$ cat src/rtl/core/lpol_pkg.sv
// shared widths, constants and status type of the position outer loop
`default_nettype none

package lpol_pkg;

    // gains, leak, slew rate and time step are all 16 bit operands
    localparam int OPND_W = 16;
    localparam int NUDGE_W = 16;
    localparam int LIMIT_W = 15;
    localparam int CFG_IDX_W = 3;

    // serial multiplier steps through one operand bit a cycle
    localparam int MUL_CNT_W = 4;
    localparam logic [MUL_CNT_W-1:0] MUL_LAST = MUL_CNT_W'(OPND_W - 1);

    // microseconds per second, divisor of the serial divider
    localparam int DEN_W = 20;
    localparam logic [DEN_W-1:0] US_PER_S = 20'd1000000;
    localparam logic [DEN_W-1:0] US_HALF = 20'd500000;

    // status of a shared serial unit
    typedef struct packed {
        logic busy;
        logic done;
    } unit_stat_t;

endpackage

`default_nettype wire

$ cat src/rtl/core/leaky_position_outer_loop.sv
// position outer loop: leaky drift integrator, pd nudge, clamp and slew limit
//
// channel  dir  payload (low bit up)                       handshake
// s_       in   tdata: wheel_speed, step_us; tuser: op     s_tvalid / s_tready
// m_       out  tdata: lean_nudge; tuser: held             m_tvalid / m_tready
// cfg_     in   cfg_index, cfg_data                        cfg_valid / cfg_ready
//
// an update runs five products on one serial multiplier and two divisions
// by one million on one serial divider
// restart and zero-step requests use neither serial unit
// one request is worked at a time; s_tready is high only when idle
// a finished result waits in the output register; a new request is taken
// meanwhile, and its result waits until the register is free
// aresetn (synchronous) clears state, integrator, last nudge and output valid,
// and loads the configuration registers with their reset values
`default_nettype none

module leaky_position_outer_loop
    import lpol_pkg::*;
#(
    parameter int INTEGRATOR_WIDTH = 32,
    parameter int SPEED_WIDTH      = 16
) (
    input  wire logic                   aclk,
    input  wire logic                   aresetn,
    // request channel
    input  wire logic                   s_tvalid,
    output logic                        s_tready,
    // tdata: wheel_speed, step_us, zero padding
    input  wire logic [((SPEED_WIDTH+OPND_W+7)/8)*8-1:0] s_tdata,
    // tuser: op
    input  wire logic [0:0]             s_tuser,
    // result channel
    output logic                        m_tvalid,
    input  wire logic                   m_tready,
    // tdata: lean_nudge
    output logic [NUDGE_W-1:0]          m_tdata,
    // tuser: held
    output logic [0:0]                  m_tuser,
    // register writes
    input  wire logic                   cfg_valid,
    output logic                        cfg_ready,
    input  wire logic [CFG_IDX_W-1:0]   cfg_index,
    input  wire logic [OPND_W-1:0]      cfg_data
);

    localparam int IW        = INTEGRATOR_WIDTH;
    localparam int SW        = SPEED_WIDTH;
    localparam int PR_W      = IW + OPND_W;
    localparam int P_W       = SW + OPND_W - 1;
    localparam int INC_SHIFT = 12;
    localparam int DIV_W     = P_W + INC_SHIFT + 1;
    localparam int INC_W     = SW + 8;
    localparam int SUM_W     = ((IW > INC_W + 1) ? IW : INC_W + 1) + 1;
    localparam int LEAK_SHIFT = 16;
    localparam int POS_SHIFT = 24;
    localparam int VEL_SHIFT = 12;
    localparam int PT_W      = PR_W - POS_SHIFT;
    localparam int VP_W      = SW + OPND_W;
    localparam int VT_W      = VP_W - VEL_SHIFT;
    localparam int NS_W      = ((PT_W > VT_W) ? PT_W : VT_W) + 2;
    localparam int SLP_W     = 2 * OPND_W;
    localparam int MS_W      = 13;
    localparam int SL_W      = NUDGE_W + 2;

    localparam logic [PR_W-1:0] LEAK_HALF = PR_W'(1) << (LEAK_SHIFT - 1);
    localparam logic [PR_W-1:0] POS_HALF  = PR_W'(1) << (POS_SHIFT - 1);
    localparam logic [VP_W-1:0] VEL_HALF  = VP_W'(1) << (VEL_SHIFT - 1);

    localparam logic [SUM_W-1:0] SAT_HI = {{(SUM_W-IW+1){1'b0}}, {(IW-1){1'b1}}};
    localparam logic [SUM_W-1:0] SAT_LO = {{(SUM_W-IW+1){1'b1}}, {(IW-1){1'b0}}};

    // request kinds
    localparam logic OP_RESTART = 1'b1;

    // register indexes
    localparam logic [CFG_IDX_W-1:0] REG_POS_GAIN = 3'd0;
    localparam logic [CFG_IDX_W-1:0] REG_VEL_GAIN = 3'd1;
    localparam logic [CFG_IDX_W-1:0] REG_LEAK     = 3'd2;
    localparam logic [CFG_IDX_W-1:0] REG_LIMIT    = 3'd3;
    localparam logic [CFG_IDX_W-1:0] REG_SLEW     = 3'd4;

    // register reset values
    localparam logic [OPND_W-1:0]  POS_GAIN_RST = 16'd512;
    localparam logic [OPND_W-1:0]  VEL_GAIN_RST = 16'd256;
    localparam logic [OPND_W-1:0]  LEAK_RST     = 16'd65208;
    localparam logic [LIMIT_W-1:0] LIMIT_RST    = 15'd1280;
    localparam logic [OPND_W-1:0]  SLEW_RST     = 16'd2560;

    typedef enum logic [3:0] {
        ST_IDLE,
        ST_MUL_P,
        ST_DIV_INC,
        ST_ADD,
        ST_LEAK_GO,
        ST_MUL_LEAK,
        ST_POS_GO,
        ST_MUL_POS,
        ST_VEL_GO,
        ST_MUL_VEL,
        ST_SLEW_GO,
        ST_MUL_SLEW,
        ST_DIV_SLEW,
        ST_LIMIT,
        ST_EMIT
    } state_t;

    state_t state_reg;

    // configuration registers
    logic [OPND_W-1:0]  pos_gain_reg;
    logic [OPND_W-1:0]  vel_gain_reg;
    logic [OPND_W-1:0]  leak_reg;
    logic [LIMIT_W-1:0] limit_reg;
    logic [OPND_W-1:0]  slew_reg;

    // request and working registers
    logic [SW-1:0]      smag_reg;
    logic               sneg_reg;
    logic [OPND_W-1:0]  step_reg;
    logic [INC_W:0]     inc_reg;
    logic [IW-1:0]      drift_reg;
    logic               dneg_reg;
    logic [IW-1:0]      lmag_reg;
    logic [PT_W-1:0]    pmag_reg;
    logic [VT_W-1:0]    vmag_reg;
    logic [PT_W:0]      pterm_reg;
    logic [VT_W:0]      vterm_reg;
    logic [NS_W-1:0]    sum_reg;
    logic [NUDGE_W-1:0] clamp_reg;
    logic [MS_W-1:0]    ms_reg;
    logic [NUDGE_W-1:0] prev_reg;
    logic [NUDGE_W-1:0] res_nudge_reg;
    logic               res_held_reg;

    // shared unit requests
    logic               mul_start_reg;
    logic [IW-1:0]      mul_a_reg;
    logic [OPND_W-1:0]  mul_b_reg;
    logic               div_start_reg;
    logic [DIV_W-1:0]   div_num_reg;

    // output register
    logic               m_tvalid_reg;
    logic [NUDGE_W-1:0] m_tdata_reg;
    logic               m_tuser_reg;

    // unit results
    logic [PR_W-1:0]    mul_prod;
    unit_stat_t         mul_stat;
    logic [DIV_W-1:0]   div_quot;
    unit_stat_t         div_stat;

    // datapath values
    logic [SW-1:0]      speed_in;
    logic [OPND_W-1:0]  step_in;
    logic [SW-1:0]      speed_abs;
    logic [DIV_W-1:0]   inc_num;
    logic [INC_W:0]     inc_ext;
    logic [INC_W:0]     inc_next;
    logic [SUM_W-1:0]   add_sum;
    logic [IW-1:0]      drift_sat;
    logic [IW-1:0]      drift_abs;
    logic [PR_W-1:0]    leak_rnd;
    logic [PR_W-1:0]    pos_rnd;
    logic [VP_W-1:0]    vel_rnd;
    logic [PT_W:0]      pterm_next;
    logic [VT_W:0]      vterm_next;
    logic [NS_W-1:0]    nsum_next;
    logic [NS_W-1:0]    lim_ext;
    logic [NS_W-1:0]    nlim_ext;
    logic [NUDGE_W-1:0] clamp_next;
    logic [DIV_W-1:0]   slew_num;
    logic [SL_W-1:0]    prev_ext;
    logic [SL_W-1:0]    clamp_ext;
    logic [SL_W-1:0]    win_hi;
    logic [SL_W-1:0]    win_lo;
    logic [NUDGE_W-1:0] nudge_next;

    // shared serial units
    lpol_mul #(
        .MC_W    (IW)
    ) u_mul (
        .aclk    (aclk),
        .aresetn (aresetn),
        .start   (mul_start_reg),
        .mcand   (mul_a_reg),
        .mplier  (mul_b_reg),
        .prod    (mul_prod),
        .stat    (mul_stat)
    );

    lpol_div #(
        .NUM_W   (DIV_W)
    ) u_div (
        .aclk    (aclk),
        .aresetn (aresetn),
        .start   (div_start_reg),
        .num     (div_num_reg),
        .quot    (div_quot),
        .stat    (div_stat)
    );

    // request fields and speed magnitude
    assign speed_in  = s_tdata[SW-1:0];
    assign step_in   = s_tdata[SW+OPND_W-1:SW];
    assign speed_abs = speed_in[SW-1] ? (~speed_in + 1'b1) : speed_in;

    // integrator increment: speed*step*4096 rounded over one million
    assign inc_num  = {1'b0, mul_prod[P_W-1:0], {INC_SHIFT{1'b0}}}
                    + {{(DIV_W-DEN_W){1'b0}}, US_HALF};
    assign inc_ext  = {1'b0, div_quot[INC_W-1:0]};
    assign inc_next = sneg_reg ? (~inc_ext + 1'b1) : inc_ext;

    // saturating integrator add
    always_comb begin
        add_sum = {{(SUM_W-IW){drift_reg[IW-1]}}, drift_reg}
                + {{(SUM_W-INC_W-1){inc_reg[INC_W]}}, inc_reg};
        if ($signed(add_sum) > $signed(SAT_HI)) begin
            drift_sat = SAT_HI[IW-1:0];
        end else if ($signed(add_sum) < $signed(SAT_LO)) begin
            drift_sat = SAT_LO[IW-1:0];
        end else begin
            drift_sat = add_sum[IW-1:0];
        end
    end

    assign drift_abs = drift_reg[IW-1] ? (~drift_reg + 1'b1) : drift_reg;

    // rounded products, halves added before the shift
    assign leak_rnd = mul_prod + LEAK_HALF;
    assign pos_rnd  = mul_prod + POS_HALF;
    assign vel_rnd  = mul_prod[VP_W-1:0] + VEL_HALF;

    // both terms enter the nudge negated
    assign pterm_next = dneg_reg ? {1'b0, pmag_reg} : (~{1'b0, pmag_reg} + 1'b1);
    assign vterm_next = sneg_reg ? {1'b0, vmag_reg} : (~{1'b0, vmag_reg} + 1'b1);
    assign nsum_next  = {{(NS_W-PT_W-1){pterm_reg[PT_W]}}, pterm_reg}
                      + {{(NS_W-VT_W-1){vterm_reg[VT_W]}}, vterm_reg};

    // magnitude clamp
    assign lim_ext  = {{(NS_W-LIMIT_W){1'b0}}, limit_reg};
    assign nlim_ext = ~lim_ext + 1'b1;

    always_comb begin
        if ($signed(sum_reg) > $signed(lim_ext)) begin
            clamp_next = lim_ext[NUDGE_W-1:0];
        end else if ($signed(sum_reg) < $signed(nlim_ext)) begin
            clamp_next = nlim_ext[NUDGE_W-1:0];
        end else begin
            clamp_next = sum_reg[NUDGE_W-1:0];
        end
    end

    // slew allowance: slew_rate*step rounded over one million
    assign slew_num = {{(DIV_W-SLP_W){1'b0}}, mul_prod[SLP_W-1:0]}
                    + {{(DIV_W-DEN_W){1'b0}}, US_HALF};

    // slew window around the previous nudge
    assign prev_ext  = {{(SL_W-NUDGE_W){prev_reg[NUDGE_W-1]}}, prev_reg};
    assign clamp_ext = {{(SL_W-NUDGE_W){clamp_reg[NUDGE_W-1]}}, clamp_reg};
    assign win_hi    = prev_ext + {{(SL_W-MS_W){1'b0}}, ms_reg};
    assign win_lo    = prev_ext - {{(SL_W-MS_W){1'b0}}, ms_reg};

    always_comb begin
        if ($signed(clamp_ext) > $signed(win_hi)) begin
            nudge_next = win_hi[NUDGE_W-1:0];
        end else if ($signed(clamp_ext) < $signed(win_lo)) begin
            nudge_next = win_lo[NUDGE_W-1:0];
        end else begin
            nudge_next = clamp_reg;
        end
    end

    // configuration writes
    always_ff @(posedge aclk) begin
        if (!aresetn) begin
            pos_gain_reg <= POS_GAIN_RST;
            vel_gain_reg <= VEL_GAIN_RST;
            leak_reg     <= LEAK_RST;
            limit_reg    <= LIMIT_RST;
            slew_reg     <= SLEW_RST;
        end else if (cfg_valid) begin
            unique case (cfg_index)
                REG_POS_GAIN: pos_gain_reg <= cfg_data;
                REG_VEL_GAIN: vel_gain_reg <= cfg_data;
                REG_LEAK: begin
                    if (cfg_data != '0) begin
                        leak_reg <= cfg_data;
                    end
                end
                REG_LIMIT:    limit_reg <= cfg_data[LIMIT_W-1:0];
                REG_SLEW:     slew_reg <= cfg_data;
                default: begin
                end
            endcase
        end
    end

    // sequencer, working registers and output register
    always_ff @(posedge aclk) begin
        if (!aresetn) begin
            state_reg     <= ST_IDLE;
            drift_reg     <= '0;
            prev_reg      <= '0;
            mul_start_reg <= 1'b0;
            div_start_reg <= 1'b0;
            m_tvalid_reg  <= 1'b0;
        end else begin
            mul_start_reg <= 1'b0;
            div_start_reg <= 1'b0;
            if (m_tready) begin
                m_tvalid_reg <= 1'b0;
            end
            unique case (state_reg)
                ST_IDLE: begin
                    if (s_tvalid) begin
                        smag_reg <= speed_abs;
                        sneg_reg <= speed_in[SW-1];
                        step_reg <= step_in;
                        if (s_tuser[0] == OP_RESTART) begin
                            drift_reg     <= '0;
                            prev_reg      <= '0;
                            res_nudge_reg <= '0;
                            res_held_reg  <= 1'b0;
                            state_reg     <= ST_EMIT;
                        end else if (step_in == '0) begin
                            res_nudge_reg <= prev_reg;
                            res_held_reg  <= 1'b1;
                            state_reg     <= ST_EMIT;
                        end else begin
                            mul_a_reg     <= {{(IW-SW){1'b0}}, speed_abs};
                            mul_b_reg     <= step_in;
                            mul_start_reg <= 1'b1;
                            state_reg     <= ST_MUL_P;
                        end
                    end
                end
                ST_MUL_P: begin
                    if (mul_stat.done) begin
                        div_num_reg   <= inc_num;
                        div_start_reg <= 1'b1;
                        state_reg     <= ST_DIV_INC;
                    end
                end
                ST_DIV_INC: begin
                    if (div_stat.done) begin
                        inc_reg   <= inc_next;
                        state_reg <= ST_ADD;
                    end
                end
                ST_ADD: begin
                    drift_reg <= drift_sat;
                    state_reg <= ST_LEAK_GO;
                end
                ST_LEAK_GO: begin
                    dneg_reg      <= drift_reg[IW-1];
                    mul_a_reg     <= drift_abs;
                    mul_b_reg     <= leak_reg;
                    mul_start_reg <= 1'b1;
                    state_reg     <= ST_MUL_LEAK;
                end
                ST_MUL_LEAK: begin
                    if (mul_stat.done) begin
                        lmag_reg  <= leak_rnd[PR_W-1:LEAK_SHIFT];
                        state_reg <= ST_POS_GO;
                    end
                end
                ST_POS_GO: begin
                    drift_reg     <= dneg_reg ? (~lmag_reg + 1'b1) : lmag_reg;
                    mul_a_reg     <= lmag_reg;
                    mul_b_reg     <= pos_gain_reg;
                    mul_start_reg <= 1'b1;
                    state_reg     <= ST_MUL_POS;
                end
                ST_MUL_POS: begin
                    if (mul_stat.done) begin
                        pmag_reg  <= pos_rnd[PR_W-1:POS_SHIFT];
                        state_reg <= ST_VEL_GO;
                    end
                end
                ST_VEL_GO: begin
                    pterm_reg     <= pterm_next;
                    mul_a_reg     <= {{(IW-SW){1'b0}}, smag_reg};
                    mul_b_reg     <= vel_gain_reg;
                    mul_start_reg <= 1'b1;
                    state_reg     <= ST_MUL_VEL;
                end
                ST_MUL_VEL: begin
                    if (mul_stat.done) begin
                        vmag_reg  <= vel_rnd[VP_W-1:VEL_SHIFT];
                        state_reg <= ST_SLEW_GO;
                    end
                end
                ST_SLEW_GO: begin
                    vterm_reg     <= vterm_next;
                    mul_a_reg     <= {{(IW-OPND_W){1'b0}}, slew_reg};
                    mul_b_reg     <= step_reg;
                    mul_start_reg <= 1'b1;
                    state_reg     <= ST_MUL_SLEW;
                end
                ST_MUL_SLEW: begin
                    // sum and clamp settle while the product runs
                    sum_reg   <= nsum_next;
                    clamp_reg <= clamp_next;
                    if (mul_stat.done) begin
                        div_num_reg   <= slew_num;
                        div_start_reg <= 1'b1;
                        state_reg     <= ST_DIV_SLEW;
                    end
                end
                ST_DIV_SLEW: begin
                    if (div_stat.done) begin
                        ms_reg    <= div_quot[MS_W-1:0];
                        state_reg <= ST_LIMIT;
                    end
                end
                ST_LIMIT: begin
                    prev_reg      <= nudge_next;
                    res_nudge_reg <= nudge_next;
                    res_held_reg  <= 1'b0;
                    state_reg     <= ST_EMIT;
                end
                ST_EMIT: begin
                    if (!m_tvalid_reg || m_tready) begin
                        m_tvalid_reg <= 1'b1;
                        m_tdata_reg  <= res_nudge_reg;
                        m_tuser_reg  <= res_held_reg;
                        state_reg    <= ST_IDLE;
                    end
                end
                default: begin
                    state_reg <= ST_IDLE;
                end
            endcase
        end
    end

    assign s_tready   = (state_reg == ST_IDLE);
    assign cfg_ready  = 1'b1;
    assign m_tvalid   = m_tvalid_reg;
    assign m_tdata    = m_tdata_reg;
    assign m_tuser[0] = m_tuser_reg;

    // a unit is never restarted while it is still running
    a_mul_start_idle: assert property (@(posedge aclk) disable iff (!aresetn)
        mul_start_reg |-> !mul_stat.busy)
        else $error("multiplier started while busy");

    a_div_start_idle: assert property (@(posedge aclk) disable iff (!aresetn)
        div_start_reg |-> !div_stat.busy)
        else $error("divider started while busy");

    // the two serial units are used strictly one after the other
    a_units_exclusive: assert property (@(posedge aclk) disable iff (!aresetn)
        !(mul_stat.busy && div_stat.busy))
        else $error("multiplier and divider running together");

    // a restart clears the integrator and the last nudge at once
    a_restart_clears: assert property (@(posedge aclk) disable iff (!aresetn)
        (s_tvalid && s_tready && (s_tuser[0] == OP_RESTART))
            |=> (drift_reg == '0) && (prev_reg == '0))
        else $error("restart left loop state behind");

endmodule

`default_nettype wire

$ cat src/rtl/core/lpol_mul.sv
// bit-serial shift-add multiplier, one multiplier bit per cycle
`default_nettype none

module lpol_mul
    import lpol_pkg::*;
#(
    parameter int MC_W = 32
) (
    input  wire logic                   aclk,
    input  wire logic                   aresetn,
    input  wire logic                   start,
    input  wire logic [MC_W-1:0]        mcand,
    input  wire logic [OPND_W-1:0]      mplier,
    output logic [MC_W+OPND_W-1:0]      prod,
    output unit_stat_t                  stat
);

    localparam int PR_W = MC_W + OPND_W;

    logic [PR_W-1:0]      prod_reg;
    logic [MC_W-1:0]      mcand_reg;
    logic [MUL_CNT_W-1:0] cnt_reg;
    logic                 busy_reg;
    logic                 done_reg;
    logic [MC_W:0]        part_next;

    // add the multiplicand into the upper half when the low bit is set
    always_comb begin
        part_next = {1'b0, prod_reg[PR_W-1:OPND_W]}
                  + (prod_reg[0] ? {1'b0, mcand_reg} : {(MC_W+1){1'b0}});
    end

    // upper half accumulates, multiplier bits shift out at the bottom
    always_ff @(posedge aclk) begin
        if (!aresetn) begin
            busy_reg <= 1'b0;
            done_reg <= 1'b0;
            cnt_reg  <= '0;
        end else begin
            done_reg <= 1'b0;
            if (start) begin
                mcand_reg <= mcand;
                prod_reg  <= {{MC_W{1'b0}}, mplier};
                cnt_reg   <= '0;
                busy_reg  <= 1'b1;
            end else if (busy_reg) begin
                prod_reg <= {part_next, prod_reg[OPND_W-1:1]};
                cnt_reg  <= cnt_reg + 1'b1;
                if (cnt_reg == MUL_LAST) begin
                    busy_reg <= 1'b0;
                    done_reg <= 1'b1;
                end
            end
        end
    end

    assign prod      = prod_reg;
    assign stat.busy = busy_reg;
    assign stat.done = done_reg;

endmodule

`default_nettype wire

$ cat src/rtl/core/lpol_div.sv
// bit-serial restoring divider by one million, one quotient bit per cycle
`default_nettype none

module lpol_div
    import lpol_pkg::*;
#(
    parameter int NUM_W = 44
) (
    input  wire logic             aclk,
    input  wire logic             aresetn,
    input  wire logic             start,
    input  wire logic [NUM_W-1:0] num,
    output logic [NUM_W-1:0]      quot,
    output unit_stat_t            stat
);

    localparam int CNT_W = $clog2(NUM_W);

    logic [NUM_W-1:0] num_reg;
    logic [DEN_W-1:0] rem_reg;
    logic [CNT_W-1:0] cnt_reg;
    logic             busy_reg;
    logic             done_reg;
    logic [DEN_W:0]   trial;
    logic [DEN_W:0]   diff;
    logic             fits;

    // trial subtraction of the divisor from the shifted remainder
    always_comb begin
        trial = {rem_reg, num_reg[NUM_W-1]};
        diff  = trial - {1'b0, US_PER_S};
        fits  = (trial >= {1'b0, US_PER_S});
    end

    // numerator shifts out at the top, quotient bits shift in at the bottom
    always_ff @(posedge aclk) begin
        if (!aresetn) begin
            busy_reg <= 1'b0;
            done_reg <= 1'b0;
            cnt_reg  <= '0;
        end else begin
            done_reg <= 1'b0;
            if (start) begin
                num_reg  <= num;
                rem_reg  <= '0;
                cnt_reg  <= '0;
                busy_reg <= 1'b1;
            end else if (busy_reg) begin
                rem_reg <= fits ? diff[DEN_W-1:0] : trial[DEN_W-1:0];
                num_reg <= {num_reg[NUM_W-2:0], fits};
                cnt_reg <= cnt_reg + 1'b1;
                if (cnt_reg == CNT_W'(NUM_W - 1)) begin
                    busy_reg <= 1'b0;
                    done_reg <= 1'b1;
                end
            end
        end
    end

    assign quot      = num_reg;
    assign stat.busy = busy_reg;
    assign stat.done = done_reg;

endmodule

`default_nettype wire

$ cat config.mk
export PLATFORM = sky130hd
export DESIGN_NAME = leaky_position_outer_loop
export DESIGN_NICKNAME = d
export VERILOG_FILES = /design/src/rtl/core/lpol_pkg.sv /design/src/rtl/core/leaky_position_outer_loop.sv /design/src/rtl/core/lpol_mul.sv /design/src/rtl/core/lpol_div.sv
export SDC_FILE = /design/constraint.sdc
export NUM_CORES = 2
export LEC_CHECK = 0
export BUFFER_PORTS_ARGS = -buffer_cell sky130_fd_sc_hd__clkbuf_2
export CORE_MARGIN = 2
export CORE_UTILIZATION = 30
export DETAILED_ROUTE_END_ITERATION = 8
export GPL_ROUTABILITY_DRIVEN = 1
export PLACE_DENSITY = 0.44
export SYNTH_ARGS = -nofsm -noshare
export SYNTH_HDL_FRONTEND = slang
export SYNTH_HIERARCHICAL = 1
export SYNTH_SLANG_ARGS = --single-unit
$ cat constraint.sdc
create_clock -name aclk -period 6.75 [get_ports aclk]
set_input_delay 0.3375 -clock aclk [delete_from_list [all_inputs] [get_ports aclk]]
set_output_delay 0.3375 -clock aclk [all_outputs]
set_load 0.05 [all_outputs]
After elaboration in Yosys (flattened, before gate mapping)
Index checks and enable logic that the tools add are counted.
- register bits: 654
- latch bits: 0
- RAM bits: 0
- ROM bits: 0
- bits of input ports: 57
- output and inout bits: 20
- logic and storage cells: 232
- memories: 0
- add/sub/neg operators: 20
- multiply operators: 0
- div/mod/pow operators: 0
- $lt $le $gt $ge: 7
- equal/unequal tests: 33
- shift-type cells: 0
- multiplexer cells: 72
- bitwise gates (word level): 10
- reduce and logical (&&, ||, !) cells: 44
- operators with widths (cell ; count):
    $mux 32 ; 10
    $mux 16 ; 13
    $mux 44 ; 4
    $pmux 32 s5 ; 1
    $pmux 32 s3 ; 1
    $pmux 44 s2 ; 1
    $pmux 16 s5 ; 1
    $add 32x1->32 const B ; 2
    $not 32->32 ; 2
    $pmux 16 s2 ; 2
    $mux 20 ; 3
    $pmux 4 s15 ; 1
    $add 25x1->25 const B ; 2
    $not 24->25 ; 2
    $add 48x16->48 const B ; 1
    $add 48x24->48 const B ; 1
    $mux 24 ; 2
    $mux 48 ; 1
    $add 43x19->44 const B ; 1
    $mux 4 ; 11
    $add 32x19->33 const B ; 1
    $add 32x25->33 ; 1
    $add 32x33->33 ; 1
    $gt 33x32->1 const B ; 1
    other kinds (51) ; 120

Depth between registers and ports, before layout
- depth in word-level cells: 7
- depth in mapped cells: 22
- gate-level depth less buffers: 20

Modules after synthesis
Netlist, hierarchy kept.
- by module, submodules not included (module ; instances ; cells an instance ; area each (µm²) ; sequential area each (µm²)):
    leaky_position_outer_loop ; 1 ; 3045 ; 29671.0 ; 13553.0
    lpol_mul ; 1 ; 458 ; 5168.7 ; 2522.4
    lpol_div ; 1 ; 258 ; 3484.6 ; 2082.0

Worst setup path before layout
Ideal clock, no wire load.
- kind: register -> register
- start: reg state_reg[3]
- end: reg mul_a_reg[0], enable pin
- setup time: 0.469 ns
- arrival time: 4.904 ns
- data required time: 6.281 ns
- slack: 1.377 ns
- stages on the path, launching flop included: 4
- path buffers: 0
- clock period less this slack: 5.373 ns
- path through: dfxtp_1 -> nor4_1 -> nand3_1 -> a21oi_1
- longest elaborated chain between the ends: 3
- elaborated cells on any way between the ends: 10
- those cells by class: 7 x eq/ne; 3 x reduce/logical
- ends and longest elaborated chain (what ; RTL line ; RTL):
    start: declaration ; leaky_position_outer_loop.sv:108 ; state_t state_reg;
    start signal: assignment ; leaky_position_outer_loop.sv:303 ; state_reg <= ST_IDLE;
    start signal: assignment ; leaky_position_outer_loop.sv:326 ; state_reg <= ST_EMIT;
    start signal: assignment ; leaky_position_outer_loop.sv:330 ; state_reg <= ST_EMIT;
    $logic_not 4->1 (*) ; n/a ;
    named net s_tready ; leaky_position_outer_loop.sv:28 ; output logic s_tready,
    $reduce_bool 5->1 (no source line) or $ne 2x2->1 (tied branches) ; n/a ;
    $reduce_and 5->1 (no source line) (*) ; n/a ;
    end signal: assignment ; leaky_position_outer_loop.sv:332 ; mul_a_reg <= {{(IW-SW){1'b0}}, speed_abs};
    end signal: assignment ; leaky_position_outer_loop.sv:358 ; mul_a_reg <= drift_abs;
    end signal: assignment ; leaky_position_outer_loop.sv:371 ; mul_a_reg <= lmag_reg;
    end: declaration ; leaky_position_outer_loop.sv:138 ; logic [IW-1:0] mul_a_reg;
Mark *: on every way through the listed nets, which the timed path passes. The rest lies on a longest branch.
A chain may end at the register's enable or synchronous reset.

Final worst setup path
- start: reg limit_reg[2]
- end: reg clamp_reg[9] (data pin)
- longest elaborated chain between the ends: 5
- elaborated cells on any way between the ends: 6
- those cells by class: 1 x add/sub; 2 x order compare; 2 x mux; 1 x bitwise
- ends and longest elaborated chain (what ; RTL line ; RTL):
    start: declaration ; leaky_position_outer_loop.sv:114 ; logic [LIMIT_W-1:0] limit_reg;
    start signal: assignment ; leaky_position_outer_loop.sv:292 ; REG_LIMIT: limit_reg <= cfg_data[LIMIT_W-1:0];
    $not 15->26 ; leaky_position_outer_loop.sv:243 ; assign nlim_ext = ~lim_ext + 1'b1;
    $add 26x1->26 ; leaky_position_outer_loop.sv:243 ;
    $lt 26x26->1 ; leaky_position_outer_loop.sv:248 ; end else if ($signed(sum_reg) < $signed(nlim_ext)) begin
    $mux 16 ; leaky_position_outer_loop.sv:248 ;
    $mux 15 (*) ; leaky_position_outer_loop.sv:246 ; if ($signed(sum_reg) > $signed(lim_ext)) begin
    named net clamp_next[9] ; leaky_position_outer_loop.sv:172 ; logic [NUDGE_W-1:0] clamp_next;
    end signal: assignment ; leaky_position_outer_loop.sv:405 ; clamp_reg <= clamp_next;
    end: declaration ; leaky_position_outer_loop.sv:130 ; logic [NUDGE_W-1:0] clamp_reg;
Marks and branches as above.

==> reports/qor.csv <==
metric,value,unit
die area,131000,µm²
Setup Skew,42.7,ps
grt total ovfl,0,
post-DP HPWL,90800,µm
CTS Buffer Depth,3,
# setup viols final,0,
initial core utilization,30.1,%
startpoint types,register,
number of global-route vias before repair,27675,
max-slew violations,0,
chip height,361,µm
Post-Synthesis Cell Area,38300,µm²
initial antenna violation count,6,
Final period util,81.9,%
routability cong.,0.839,
cts hold-fix bufs,29,
# Post-CTS Setup Buffers,0,
Die Wd,361,µm
CP required,7170,ps
drt wl/cell,21.9,µm
clk sinks,654,
r2r endpoint,clamp_reg[9],
Rows,131,
status,"finished, final reports clean",
Layout area overhead,13.6,%
final worst slack,1220,ps
largest fanout on the critical path,27,
Initial DRC Count,2434,
core box area,127000,µm²
worst flop-to-flop path startpoint,limit_reg[2],
Crit path buffers/inverters,1,
Ports,77,
Top delay family on crit path,compound AO/OA/AOI/OAI gates,
max reg flops,48,
cts repair resizes,0,
final core utilization,34.2,%
Register-to-Register Setup Slack,1220,ps
Peak VDD IR,0.244,mV
final wirelength,121000,µm
post-detailed-route count of antenna-violating nets,0,
Cells after DPL,5359,
first-pass GRT wire length,181000,µm
total CTS buffers,82,
relative slew slack,27.3,%
static leakage power,0.0156,µW
Place WS,1290,ps
number of remaining DRC errors,0,
hold_ws,48.8,ps
Detailed Routing Iterations Pass 1,5,
Clock transition at path regs,60,ps
Max Clock Freq,0.181,GHz
Worst-Margin Slew,1090,ps
root buf cell,clkbuf_16,
Layout Cells excl Fill,5539,
cells along the critical path,inv_1 -> nand3_1 -> nor3_1 -> nand2_1 -> nor2_1 -> nand4_1 -> nor3_1 -> ha_1 -> a21o_1 -> a21o_1 -> a21oi_1 -> o21ai_0 -> a2111oi_0 -> and3_1 -> a22o_1 -> mux2_2 -> o22a_1,
Hold Crit Depth,2,
Critical Path End Type,register,
PortBufs,75,
H-tree depth,3,
Worst path max stage delay,860,ps
min cycle time layout,5530,ps
CTS tree,done,
via density per instance,5.16,
HP Start,s_tdata[12],
worst reg2reg path depth,17,
Pwr Density,332,nW/µm²
worst path arrival time,5950,ps
worst min path class,input port to register,
syn nets,4027,
Synth Warn #,6,
share of layout cells above drive strength 1,11.0,%
sum of negative setup slack,0,ps
Overall Global Routing Usage,18.3,%
hold endpoint,smag_reg[12],
crit path kind,register to register,
Avg Synthesized Cell Area,10.2,µm²
RSZ-0062 raised after global routing,false,
DR vias,28589,
nets@finish,4079,
max-cap violations,0,
largest net degree at the start of global routing,71,
"Clk Latency, worst-skew pair",680,ps
Mapped Cells,3758,
final hold viol count,0,
Slowest cell on crit path,a22o_1,
==> report_power, final <==
group          internal (µW)  total, µW  switching [µW]
Sequential              5060       5660             603
Combinational           1550       4190            2640
Clock                   2730       4590            1860
Total                   9340      14400            5110
==> metrics by stage <==
stage	power [µW]	area, µm²
floorplan	8510	38300
global placement	9910	40400
detailed placement	9890	40400
CTS	14600	43500
global route	15200	43500
finish	14400	43500
==> placed cells by master, fill, tap and decap left out, types with 26 or more instances in the layout <==
cell / n
edfxtp_1: 506
nand2_1: 426
a21oi_1: 270
nor2_1: 265
xnor2_1: 224
ha_1: 207
o21ai_0: 168
dfxtp_1: 146
xor2_1: 137
inv_1: 127
clkbuf_16: 83
nand3_1: 82
mux2_2: 80
clkbuf_2: 75
nor3_1: 61
and2_1: 55
buf_4: 55
nand4_1: 52
a22oi_1: 50
nor2b_1: 47
o31ai_1: 44
a21o_1: 44
nand2b_1: 36
or3_1: 35
a31oi_1: 35
and3_1: 31
dlygate4sd3_1: 29
nor4_1: 28
mux2i_1: 26
==> per-layer routing <==
metal | track usage [%] | up-vias | wire length (µm)
met4 | 4.41 | 0 | 2520
met1 | 26.5 | 13931 | 58300
li1 | - | 13853 | -
met5 | 0 | - | 0
met2 | 28.8 | 677 | 54800
met3 | 2.53 | 128 | 5760
==> layout make-up <==
cell class                      count  area, µm²
Fill cell                       12933      83700
Multi-Input combinational cell   2785      18900
Sequential cell                   654      18200
Clock buffer                      105       2220
Tap cell                         1662       2080
Timing Repair Buffer              159       1080
Clock inverter                     45        577
Inverter                          128        480
Antenna cell                        1       2.50
==> how the worst max path moves through the flow <==
stage                             from                to  slack, ps  depth (start not counted)
after floorplan           state_reg[3]      mul_a_reg[0]       1380                          3
after global routing         ms_reg[1]  res_nudge_reg[7]        810                         17
after global placement    limit_reg[2]      clamp_reg[2]       1380                         17
after detailed placement  limit_reg[1]      clamp_reg[4]       1290                         19
final                     limit_reg[2]      clamp_reg[9]       1220                         17
after CTS                 limit_reg[1]      clamp_reg[9]       1280                         19
(Power assumes the default switching activity.)
